$ cat config.mk
export PLATFORM = sky130hd
export DESIGN_NAME = cbpd_cell
export DESIGN_NICKNAME = d
export VERILOG_FILES = /design/src/sv/cbpd_pkg.sv /design/src/sv/cbpd_cell.sv
export SDC_FILE = /design/constraint.sdc
export NUM_CORES = 1
export LEC_CHECK = 0
export BUFFER_PORTS_ARGS = -buffer_cell sky130_fd_sc_hd__buf_2
export CORE_UTILIZATION = 41
export CTS_CLUSTER_SIZE = 25
export DETAILED_ROUTE_END_ITERATION = 7
export PLACE_DENSITY = 0.88
export SLEW_MARGIN = 30
export SYNTH_ARGS = -nofsm -noshare
export SYNTH_HDL_FRONTEND = slang
export SYNTH_SLANG_ARGS = --single-unit
$ cat constraint.sdc
create_clock -name aclk -period 0.8 [get_ports aclk]
set_input_delay 0.08 -clock aclk [delete_from_list [all_inputs] [get_ports aclk]]
set_output_delay 0.08 -clock aclk [all_outputs]
set_load 0.05 [all_outputs]
$ cat src/sv/cbpd_pkg.sv
// ---------------------------------------------------------------------------
// cbpd_pkg : shared types for the covalent bond pair detector
// Atom record and the control word that rides the compare pipeline.
// ---------------------------------------------------------------------------
package cbpd_pkg;

    localparam int unsigned COORD_W  = 24;
    localparam int unsigned RADIUS_W = 12;
    localparam int unsigned SCALE_W  = 4;
    localparam int unsigned OUT_IDX_W = 5;
    localparam logic [SCALE_W-1:0] SCALE_RESET = 4'd5;

    typedef struct packed {
        logic signed [COORD_W-1:0] x;
        logic signed [COORD_W-1:0] y;
        logic signed [COORD_W-1:0] z;
        logic [RADIUS_W-1:0]       r;
    } atom_t;

    // vld: slot carries a step; cmp: stored atom is live; fin: last step of item
    typedef struct packed {
        logic vld;
        logic cmp;
        logic fin;
    } tag_t;

endpackage

$ cat src/sv/cbpd_cell.sv
// ---------------------------------------------------------------------------
// cbpd_cell : one atom slot of the storage ring
// Takes its neighbor's atom, or at the tail a new one, when enabled.
// ---------------------------------------------------------------------------
module cbpd_cell (
    input  logic           aclk,
    input  logic           en,
    input  cbpd_pkg::atom_t d,
    output cbpd_pkg::atom_t q
);

    cbpd_pkg::atom_t atom_reg;

    always_ff @(posedge aclk) begin
        if (en) begin
            atom_reg <= d;
        end
    end

    assign q = atom_reg;

endmodule

* Word-level counts from Yosys, hierarchy flattened *
Cells that the tools add are included.

storage, ports and cells
  register bits after elaboration = 84
  input port bits = 86
  word-level logic and storage cells = 4
  output and inout port bits = 84

* Depth between registers and ports, before layout *
Gate-level depths: netlist (run 1).

  depth in word-level cells = 0
  mapped depth = 0
  depth with buffers taken out = 0

* Least setup slack after synthesis (run 1) *
OpenSTA, ideal clock, no wires.

  path kind = register -> output
  start = register atom_reg, in the netlist q[0]
  end = output port q[0] (netlist name)
  arrival time = 601 ps
  setup slack = 119 ps
  stages on the path, launching flop included = 1
  cells stage by stage = edfxtp_1

RTL lines
  element                 line             source
  start, declared         cbpd_cell.sv:12  cbpd_pkg::atom_t atom_reg;
  start signal, assigned  cbpd_cell.sv:16  atom_reg <= d;
  end, declared           cbpd_cell.sv:9   output cbpd_pkg::atom_t q

No word-level cell between the ends.

* Worst setup path in the final report (run 1) *
  start = register atom_reg, in the netlist q[12]
  end = output port q[12] (netlist name)

No word-level cell between the ends.

==> results.txt, run 1 <==
The run finished, with violations left. The checks that failed: setup timing. The detailed-route DRC error count is 0. The top flip-flop cell by instance count after synthesis is sky130_fd_sc_hd__edfxtp_1. The final number of setup-violating endpoints is 84. After layout, the worst setup slack is -228 ps.

The count of state elements after synthesis came out at 84. The tightest slew margin relative to the limit came out at 84.9%. The number of enable flip-flop cells after synthesis came out at 84. The non-filler instance count after layout is 429. The final weighted congestion in routability-driven placement is 0.623. In the final layout, the multi-input gates occupy 0 um^2. The overflow left after global routing came out at 0. The maximum number of pins on one net before global-route repair came out at 43. The CTS tree is done. sky130_fd_sc_hd__edfxtp_1 takes more of the synthesized area than any other cell.

The number of DRC markers after the initial detailed-route iteration came out at 76. Together, buffers and inverters on the worst path number 1. Data arrives at the worst endpoint at 950 ps. At the pin with the least slew margin, the transition time is 226 ps.

The worst path in the final design needs a cycle of 1030 ps, including I/O delays and setup. The cell with the biggest individual delay on the critical path is sky130_fd_sc_hd__edfxtp_1. Max-cap violations in this run came to 0. The total routing resource utilization after global routing came out at 22.0%. Sorting the synthesized cells by how often they occur yields sky130_fd_sc_hd__edfxtp_1 (84). The number of max-slew violations in the final report is 0. Port buffering added 169 buffers. The worst setup path is launched from a register. The via count of the first global-routing pass came out at 2006.

Sequential elements use 100% of the synthesized area. The average wire per cell in the routed design came out at 16.3 um. The routed layout has 1894 vias. The portion of synthesized cell area occupied by the leading cell type came out at 100%. The min-delay analysis places its worst path in the category input port to register. The mapped netlist covers 2520 um^2. The top layer reached by signal wires is met4. The first global-routing pass estimated 9760 um of wire. The cell area after layout is 5020 um^2. Data on the critical path is required at its endpoint by 720 ps. The die is 80.4 um wide. The initial core utilization is 42.6%. After detailed placement, the design holds a cell count of 330.

For this design the ratio of total power to cell area is 2080 nW/um^2. The worst setup path is of the register to primary output kind. Timing analysis after detailed placement gives a worst setup slack of 37.6 ps. The critical path goes through buf_6. The first-pass iteration count of the detailed router came out at 4. The remaining antenna violation count after routing came out at 0.

The detailed-routing wirelength on met1 came out at 2200 um. The number of antenna violations at the first check in global routing is 0. The mean area per synthesized cell is 30.0 um^2. After the last flow step, the layout net total stands at 436. The overall die height came out at 80.4 um.

Setup repair after global routing could not meet its margin everywhere. The routed via count divided by cell count came out at 4.41. Relative to the synthesized area, the layout overhead comes to 99.0%.

0 cells are multi-input combinational gates. The number of nets in the synthesized netlist is 170. The total number of placement rows is 28.

The clock-pin slew reported for the worst setup and hold paths after clock tree synthesis came out at 80 ps. STA classifies the critical path endpoint as a primary output. The leakage dissipation came out at 2.11 nW. CTS placed an instance of sky130_fd_sc_hd__clkbuf_8 at the clock tree root.

The total die area is 6470 um^2. The Yosys warning count is 0. The maximum clock insertion buffer count came out at 2.

The register with the most flip-flops in the layout has 84 of them. The final antenna diode count is 0. The core region area is 5920 um^2. The maximum clock rate came out at 973 MHz. The post-synthesis async set-or-reset flop share came out at 0%. The smallest hold slack came out at 247 ps. The CTS H-tree depth came out at 3. The largest stage delay on the critical path is 440 ps.

On the critical path the largest part of the delay comes from flip-flops. The top-level I/O count came out at 170. The share of layout cells above drive strength 1 is 51.4%.

Yosys attributes the largest share of cell area to sky130_fd_sc_hd__edfxtp_1 (100%). The maximum fanout along the worst path came out at 1. Yosys instantiated no cell more often than sky130_fd_sc_hd__edfxtp_1. The detailed route wirelength on metal3 came out at 616 um.

The number of clock sinks seen by CTS is 84. Clock tree synthesis inserted a total of 9 buffers. The setup TNS after final layout came out at -14120 ps.

The aggregate routed wire length came out at 6980 um. The worst-case vdd ir drop is 1.57 mV. The distinct cell type count after synthesis came out at 1.

The final cycle utilization of the critical path came out at 128%. Post-CTS timing repair inserted 0 buffers for setup. The instance area after placement came out at 3500 um^2.

The met2 wire length came out at 3980 um. The synthesized instance count came out at 84. The hold violation count in the final report was 0. The half-perimeter wire length of the detailed placement result is 3470 um.
-- worst paths after layout --
path / slack (ps) / depth (start not counted) / endpoint / from
min: 250 / 2 / q[10] / en
max: -230 / 1 / q[12] / q[12]
-- power breakdown --
group | switching [mW] | internal [mW]
Combinational | 1.55 | 1.05
Clock | 1.35 | 1.08
Sequential | 0.169 | 5.24
Total | 3.06 | 7.37
-- cell families (layout without fill, tap and decap cells) --
family / count (synthesis) / count (layout) / share of synthesized area (%)
buffers and inverters: 0 / 270 / 0
DFF: 84 / 84 / 100
-- routing by layer --
layer / global-route usage (%) / vias to the layer above
li1: - / 870
met1: 20.9 / 891
met2: 40.8 / 117
met3: 7.61 / 16
met4: 11.6 / 0
met5: 0 / -
-- metrics by stage --
step                total power, mW  utilization, %
floorplan                      6.64               -
global placement               7.19            59.2
detailed placement             7.25            59.2
CTS                            10.4            84.8
global route                   10.8            84.8
finish                         10.4            84.8
-- area by class of cell --
class | instances | area [um^2]
Fill cell | 278 | 901
Tap cell | 75 | 93.8
Clock buffer | 11 | 131
Timing Repair Buffer | 255 | 2250
Clock inverter | 4 | 17.5
Sequential cell | 84 | 2520
-- cell usage in the layout, fill, tap and decap left out --
cell type | Yosys | routed
sky130_fd_sc_hd__dlygate4sd3_1 | 0 | 84
sky130_fd_sc_hd__buf_2 | 0 | 84
sky130_fd_sc_hd__buf_6 | 0 | 84
sky130_fd_sc_hd__edfxtp_1 | 84 | 84
sky130_fd_sc_hd__clkbuf_8 | 0 | 9
sky130_fd_sc_hd__clkinv_2 | 0 | 2
sky130_fd_sc_hd__clkbuf_1 | 0 | 2
sky130_fd_sc_hd__clkinv_1 | 0 | 2
sky130_fd_sc_hd__buf_12 | 0 | 2
sky130_fd_sc_hd__buf_4 | 0 | 1
-- timing repair --
action / CTS / global route
hold buffers: 84 / 0
gates resized for setup: 168 / 0
endpoints found under the hold margin: 84 / 0
setup endpoints to repair: 84 / 84
cloned: 0 / 0
No activity file was read; power rests on OpenSTA's default activity.
==> inputs of run 2 (changes only) <==
--- a/config.mk
+++ b/config.mk
@@ -6,10 +6,11 @@
 export NUM_CORES = 1
 export LEC_CHECK = 0
 export BUFFER_PORTS_ARGS = -buffer_cell sky130_fd_sc_hd__buf_2
-export CORE_UTILIZATION = 41
+export CORE_UTILIZATION = 42
+export CTS_BUF_LIST = sky130_fd_sc_hd__clkbuf_8
 export CTS_CLUSTER_SIZE = 25
 export DETAILED_ROUTE_END_ITERATION = 7
-export PLACE_DENSITY = 0.88
+export PLACE_DENSITY = 0.9
 export SLEW_MARGIN = 30
 export SYNTH_ARGS = -nofsm -noshare
 export SYNTH_HDL_FRONTEND = slang
==> constraint.sdc (replaced) <==
create_clock -name aclk -period 0.8 [get_ports aclk]
set_input_delay 0.04 -clock aclk [delete_from_list [all_inputs] [get_ports aclk]]
set_output_delay 0.04 -clock aclk [all_outputs]
set_load 0.05 [all_outputs]
==> results.txt, run 2 (synthesis results as in run 1) <==
The smallest hold slack is 115 ps (-132 ps). The initial core utilization came out at 44.7% (+2.1 points). The slew at the pin closest to its max-slew limit was 204 ps (-22.0 ps). The final cycle utilization of the critical path came out at 125% (-3.2 points).

The instance area after placement came out at 3520 um^2 (+0.32%). The total area of multi-input combinational cells came out at 0 um^2 (unchanged). The share of layout cells above drive strength 1 came out at 52.1% (+0.69 points). The number of multi-input combinational cells came out at 0 (unchanged). The reported net switching power came out at 3.31 mW (+8.0%). The remaining antenna violation count after routing came out at 0 (unchanged). The power per cell area came to 2220 nW/um^2 (+7.0%). By startpoint and endpoint, the worst setup path is classified as register to primary output. The final layout net count is 438 (+0.46%). The number of buffers added on ports is 169 (unchanged). The growth of design area from synthesis to finish came out at 102%. The leakage dissipation came out at 2.15 nW (+1.9%). The instance count along the most critical hold path came to 2 (unchanged). The maximum clock insertion buffer count is 2 (unchanged).

The core region area is 5640 um^2 (-4.7%). The critical path buffer and inverter count was 1 (unchanged). The min-delay analysis places its worst path in the category input port to register. The sequential cell fraction of total power was 47.8% (-4.0 points). The maximum clock rate came out at 998 MHz (+2.6%). The half-perimeter wire length of the detailed placement result came to 3870 um (+11%). The internal cell power was 8.02 mW (+8.8%). The final critical-path required period came out at 1000 ps (-25.8 ps). The top-level I/O count was 170 (unchanged). The largest stage delay on the critical path was 440 ps (about the same). The total setup buffers inserted after CTS is 0 (unchanged). The footprint of the flip-flops and latches was 2520 um^2 (unchanged). The final-layout fill cell count is 214 (-23%). The arrival time of data at the critical path endpoint is 960 ps (about the same). The CTS tree is done. The worst setup margin came out at -202 ps (+25.8 ps). The placed instance count came to 329 (-0.30%). The pre-CTS setup slack is 81.4 ps (+43.8 ps). The average wire per cell in the routed design came out at 20.2 um (+24%). The maximum fanout along the worst path is 1 (unchanged). The overflow left after global routing came out at 0 (unchanged). The number of clock sinks seen by CTS came to 84 (unchanged). The flip-flop count of the largest register after layout is 84 (unchanged). The detailed-route DRC error count is 0 (unchanged).

The clock power share came out at 28.7% (+5.4 points). The switching power share of the total is 29.2% (-0.15 points). The via count of the first global-routing pass is 2273 (+13%). The overall die height came out at 79.5 um (-1.2%).

The worst path required time is 760 ps (+40 ps). The number of max-slew violations in the final report is 0 (unchanged). Setup repair after global routing could not meet its margin everywhere. The startpoint identified for the worst hold timing path is en.

The number of vias after detailed routing came out at 1994 (+5.3%). The worst-case vdd ir drop was 1.67 mV (+6.2%). The tree is rooted in a sky130_fd_sc_hd__clkbuf_8.

The tightest slew margin relative to the limit is 86.4% (+1.5 points). The CTS H-tree depth is 3 (unchanged). The worst hold path terminates at q[31]. In this design, the largest share of critical-path delay is due to flip-flops.

The final core utilization is 90.3% (+5.5 points). The final weighted congestion in routability-driven placement is 0.621 (-0.31%). The checks that failed: setup timing. The signal on the critical path passes through buf_6. The total routing resource utilization after global routing was 28.6% (+6.6 points). The die width came out at 79.5 um (-1.2%). The worst setup path is launched from a register. The first-pass iteration count of the detailed router is 5 (+1). The global-route wire length before repair came out at 12200 um (+25%). The number of CTS-inserted buffers came out at 9 (unchanged). The maximum number of pins on one net before global-route repair came to 37 (-14%).

The routed via count divided by cell count came out at 4.64 (+5.0%). The number of antenna violations at the first check in global routing came to 1 (+1). The combinational power share was 23.4% (-1.5 points). The slowest stage of the critical path belongs to the cell sky130_fd_sc_hd__edfxtp_1.

The nature of the critical path endpoint is a primary output. The cell area after layout is 5090 um^2 (+1.4%). The flow ran to the end, but the final reports show violations. The total die area came out at 6320 um^2 (-2.3%). The final number of setup-violating endpoints came out at 84 (unchanged). The aggregate routed wire length is 8700 um (+25%).

The total number of placement rows is 27 (-3.6%). The clock-pin slew reported for the worst setup and hold paths after clock tree synthesis is 80 ps (about the same). The library cells used most frequently in the layout, excluding fill and tap cells, are sky130_fd_sc_hd__dlygate4sd3_1 (84), sky130_fd_sc_hd__buf_2 (84), sky130_fd_sc_hd__buf_6 (84), sky130_fd_sc_hd__edfxtp_1 (84), sky130_fd_sc_hd__clkbuf_8 (9). The number of DRC markers after the initial detailed-route iteration came out at 152 (+100%). The count of maximum capacitance violations is 0 (unchanged).

The non-filler instance count after layout is 430 (+0.23%). The hold violation count in the final report came to 0 (unchanged).
run 2: what timing repair did:
| item | 4_1_cts | 5_1_grt |
|---|---|---|
| setup endpoints to repair | 84 | 84 |
| hold buffers | 84 | 0 |
| resized for setup | 168 | 0 |
| endpoints found under the hold margin | 84 | 0 |
run 2: power by group through the flow:
stage	logic, mW	clock network, mW	registers, mW
2_1_floorplan	0	0	6.64
3_3_place_gp	1.84	0	5.38
3_5_place_dp	1.87	0	5.40
4_1_cts	2.59	3.17	5.39
5_1_grt	2.71	3.50	5.45
6_report	2.65	3.25	5.42
run 2: layer usage:
metal / vias up / GRT usage (%) / wire length (um)
met5: - / 0 / 0
met4: 0 / 14.9 / 305
met3: 20 / 8.46 / 519
met2: 115 / 56.8 / 5170
met1: 980 / 24.9 / 2700
li1: 879 / - / -
run 2: worst max-delay path by stage:
stage | end | from | slack, ps | cells after the start
2_1_floorplan | q[0] | q[0] | 160 | 0
3_3_place_gp | q[26] | en | 90 | 2
3_5_place_dp | q[77] | en | 80 | 2
4_1_cts | q[12] | q[12] | -190 | 1
5_1_grt | q[81] | q[81] | -230 | 1
6_report | q[35] | q[35] | -200 | 1
run 2: cell type report:
cell class              instances  share of cell area (%)
well taps                      72                    1.77
clock inverters                 7                    1.65
flip-flops and latches         84                    49.5
repair buffers                257                    44.6
diodes                          1                  0.0491
clock buffers                   9                    2.43
run 2: metrics by stage:
| step | power (mW) | TNS (ps) |
|---|---|---|
| after floorplan | 6.64 | 0 |
| after global placement | 7.22 | 0 |
| after detailed placement | 7.27 | 0 |
| after CTS | 11.2 | -12120 |
| after global routing | 11.7 | -15870 |
| final | 11.3 | -12840 |
==> inputs of run 3 (changes only) <==
==> constraint.sdc (replaced) <==
create_clock -name aclk -period 1 [get_ports aclk]
set_input_delay 0.05 -clock aclk [delete_from_list [all_inputs] [get_ports aclk]]
set_output_delay 0.05 -clock aclk [all_outputs]
set_load 0.05 [all_outputs]
==> results.txt, run 3 (synthesis results as in run 1) <==
The maximum clock insertion buffer count came out at 2 (unchanged). The total die area came out at 6320 um^2 (unchanged). The number of multi-input combinational cells is 0 (unchanged).

The final cycle utilization of the critical path came out at 101%. The count of maximum capacitance violations came out at 0 (unchanged). The die width came to 79.5 um (unchanged).

The tightest slew margin relative to the limit was 82.5% (-3.9 points). The global-route wire length before repair came out at 9640 um (-21%). The cell area after layout came out at 4670 um^2 (-8.2%).

The final weighted congestion in routability-driven placement came out at 0.629 (+1.3%). In this run the clock root is driven by a sky130_fd_sc_hd__clkbuf_8. The leakage dissipation came out at 2.01 nW (-6.9%).

For this run, the top clock speed supported by timing is 989 MHz. The detailed-route DRC error count is 0 (unchanged). The worst path required time is 950 ps (+190 ps). The total area of multi-input combinational cells is 0 um^2 (unchanged). The number of vias after detailed routing is 1865 (-6.5%). The cell with the biggest individual delay on the critical path is sky130_fd_sc_hd__edfxtp_1.

The flow ran to the end, but the final reports show violations. STA classifies the critical path endpoint as a primary output. The family of cells with the greatest summed delay on the critical path is flip-flops. The power per cell area is 1770 nW/um^2 (-20%). By startpoint and endpoint, the worst setup path is classified as register to primary output. The library cell used most frequently in the layout, excluding fill and tap cells, is sky130_fd_sc_hd__buf_2. The slew at the pin closest to its max-slew limit is 264 ps (+60.1 ps). The total routing resource utilization after global routing is 22.2% (-6.4 points). The final reports fail on setup timing. The worst-case vdd ir drop was 1.37 mV (-18%).

The aggregate routed wire length was 7240 um (-17%). The total number of placement rows is 27 (unchanged). Setup repair after global routing could not meet its margin everywhere.

The library cells used most frequently in the layout, excluding fill and tap cells, are sky130_fd_sc_hd__buf_2 (122), sky130_fd_sc_hd__dlygate4sd3_1 (84), sky130_fd_sc_hd__edfxtp_1 (84). The CTS H-tree depth came to 3 (unchanged). The remaining antenna violation count after routing came out at 0 (unchanged). The largest stage delay on the critical path came out at 420 ps (-20 ps). The maximum fanout along the worst path came out at 1 (unchanged). The share of layout cells above drive strength 1 came to 51.1% (-0.97 points).

The smallest clock period supported by the final layout is computed as 1010 ps. The number of clock sinks seen by CTS came out at 84 (unchanged). The critical path buffer and inverter count is 1 (unchanged).

The maximum number of pins on one net before global-route repair was 44 (+19%). The pre-CTS setup slack came out at 201 ps (+119 ps). The power consumption is 8.28 mW (-27%). The instance area after placement came out at 3500 um^2 (-0.43%). The core region area is 5640 um^2 (unchanged).

Walking the worst path, the cells encountered are buf_4. The routed via count divided by cell count came out at 4.38 (-5.6%). The overall die height was 79.5 um (unchanged). The number of buffers added on ports is 169 (unchanged). The overflow left after global routing was 0 (unchanged). The number of CTS-inserted buffers came out at 9 (unchanged).

The final antenna diode count is 0 (-1). The first-pass iteration count of the detailed router is 4 (-1). The worst setup margin came out at -10.8 ps (+191 ps). The number of antenna violations at the first check in global routing is 0 (-1).

The final layout net count came out at 436 (-0.46%). The final-layout fill cell count came to 288 (+35%). TritonCTS built the clock tree. The flip-flop count of the largest register after layout is 84 (unchanged).

The hold violation count in the final report was 0 (unchanged). The clock-pin slew reported for the worst setup and hold paths after clock tree synthesis is 80 ps (about the same). The top-level I/O count is 170 (unchanged). The worst setup path is launched from a register. The final number of setup-violating endpoints came out at 1 (-99%). The initial core utilization came to 44.7% (unchanged).

In this run the worst hold path is classified as input port to register. The via count of the first global-routing pass came out at 2013 (-11%). The growth of design area from synthesis to finish came out at 85.3%. The setup TNS after final layout came out at -10.8 ps (+12830 ps). The number of DRC markers after the initial detailed-route iteration came out at 83 (-45%). The number of max-slew violations in the final report is 0 (unchanged).

The average wire per cell in the routed design is 17.0 um (-16%). The arrival time of data at the critical path endpoint is 960 ps (about the same).
-- run 3: cell types whose count changed in the layout (fill, tap and decap cells not counted), sizes merged --
cell,change
buf,-6
bufinv,-1
clkbuf,+4
clkinv,+1
clkinvlp,-1
diode,-1
-- run 3: per-layer routing --
layer,part of all wire [%],track usage [%],vias to the layer above
li1,-,-,872
met1,32,20.7,875
met2,58,42.3,93
met3,6.7,6.17,25
met4,3.7,13.1,0
met5,0,0,-
-- run 3: timing repair --
item	CTS	global route
hold endpoints to repair	84	0
hold buffers	84	0
resized for setup	13	74
endpoints found under the setup margin	13	39
setup buffers	0	0
-- run 3: metrics by stage --
stage / std cells / hold WS [ps] / util [%]
2_1_floorplan: 84 / 149 / -
3_3_place_gp: 327 / 227 / 62.1
3_5_place_dp: 327 / 228 / 62.1
4_1_cts: 426 / 5.32 / 80.6
5_1_grt: 426 / 10.7 / 82.9
6_report: 426 / 34.4 / 82.9
-- run 3: path summary, 6_finish.rpt --
check / startpoint / cells past startpoint / slack (ps) / to
setup / recovery: q[0] / 1 / -10 / q[0]
hold / removal: en / 1 / 30 / q[14]
-- run 3: final cells by class --
class	count	area (um^2)	share of cell area, %
Tap cell	72	90.1	1.93
Clock inverter	6	48.8	1.04
Clock buffer	9	124	2.65
Sequential cell	84	2520	54.0
Timing Repair Buffer	255	1890	40.4
-- run 3: power breakdown --
part,internal [mW],total [mW],switching [mW]
Combinational,0.629,1.87,1.24
Sequential,4.18,4.26,0.0825
Clock,1.10,2.15,1.05
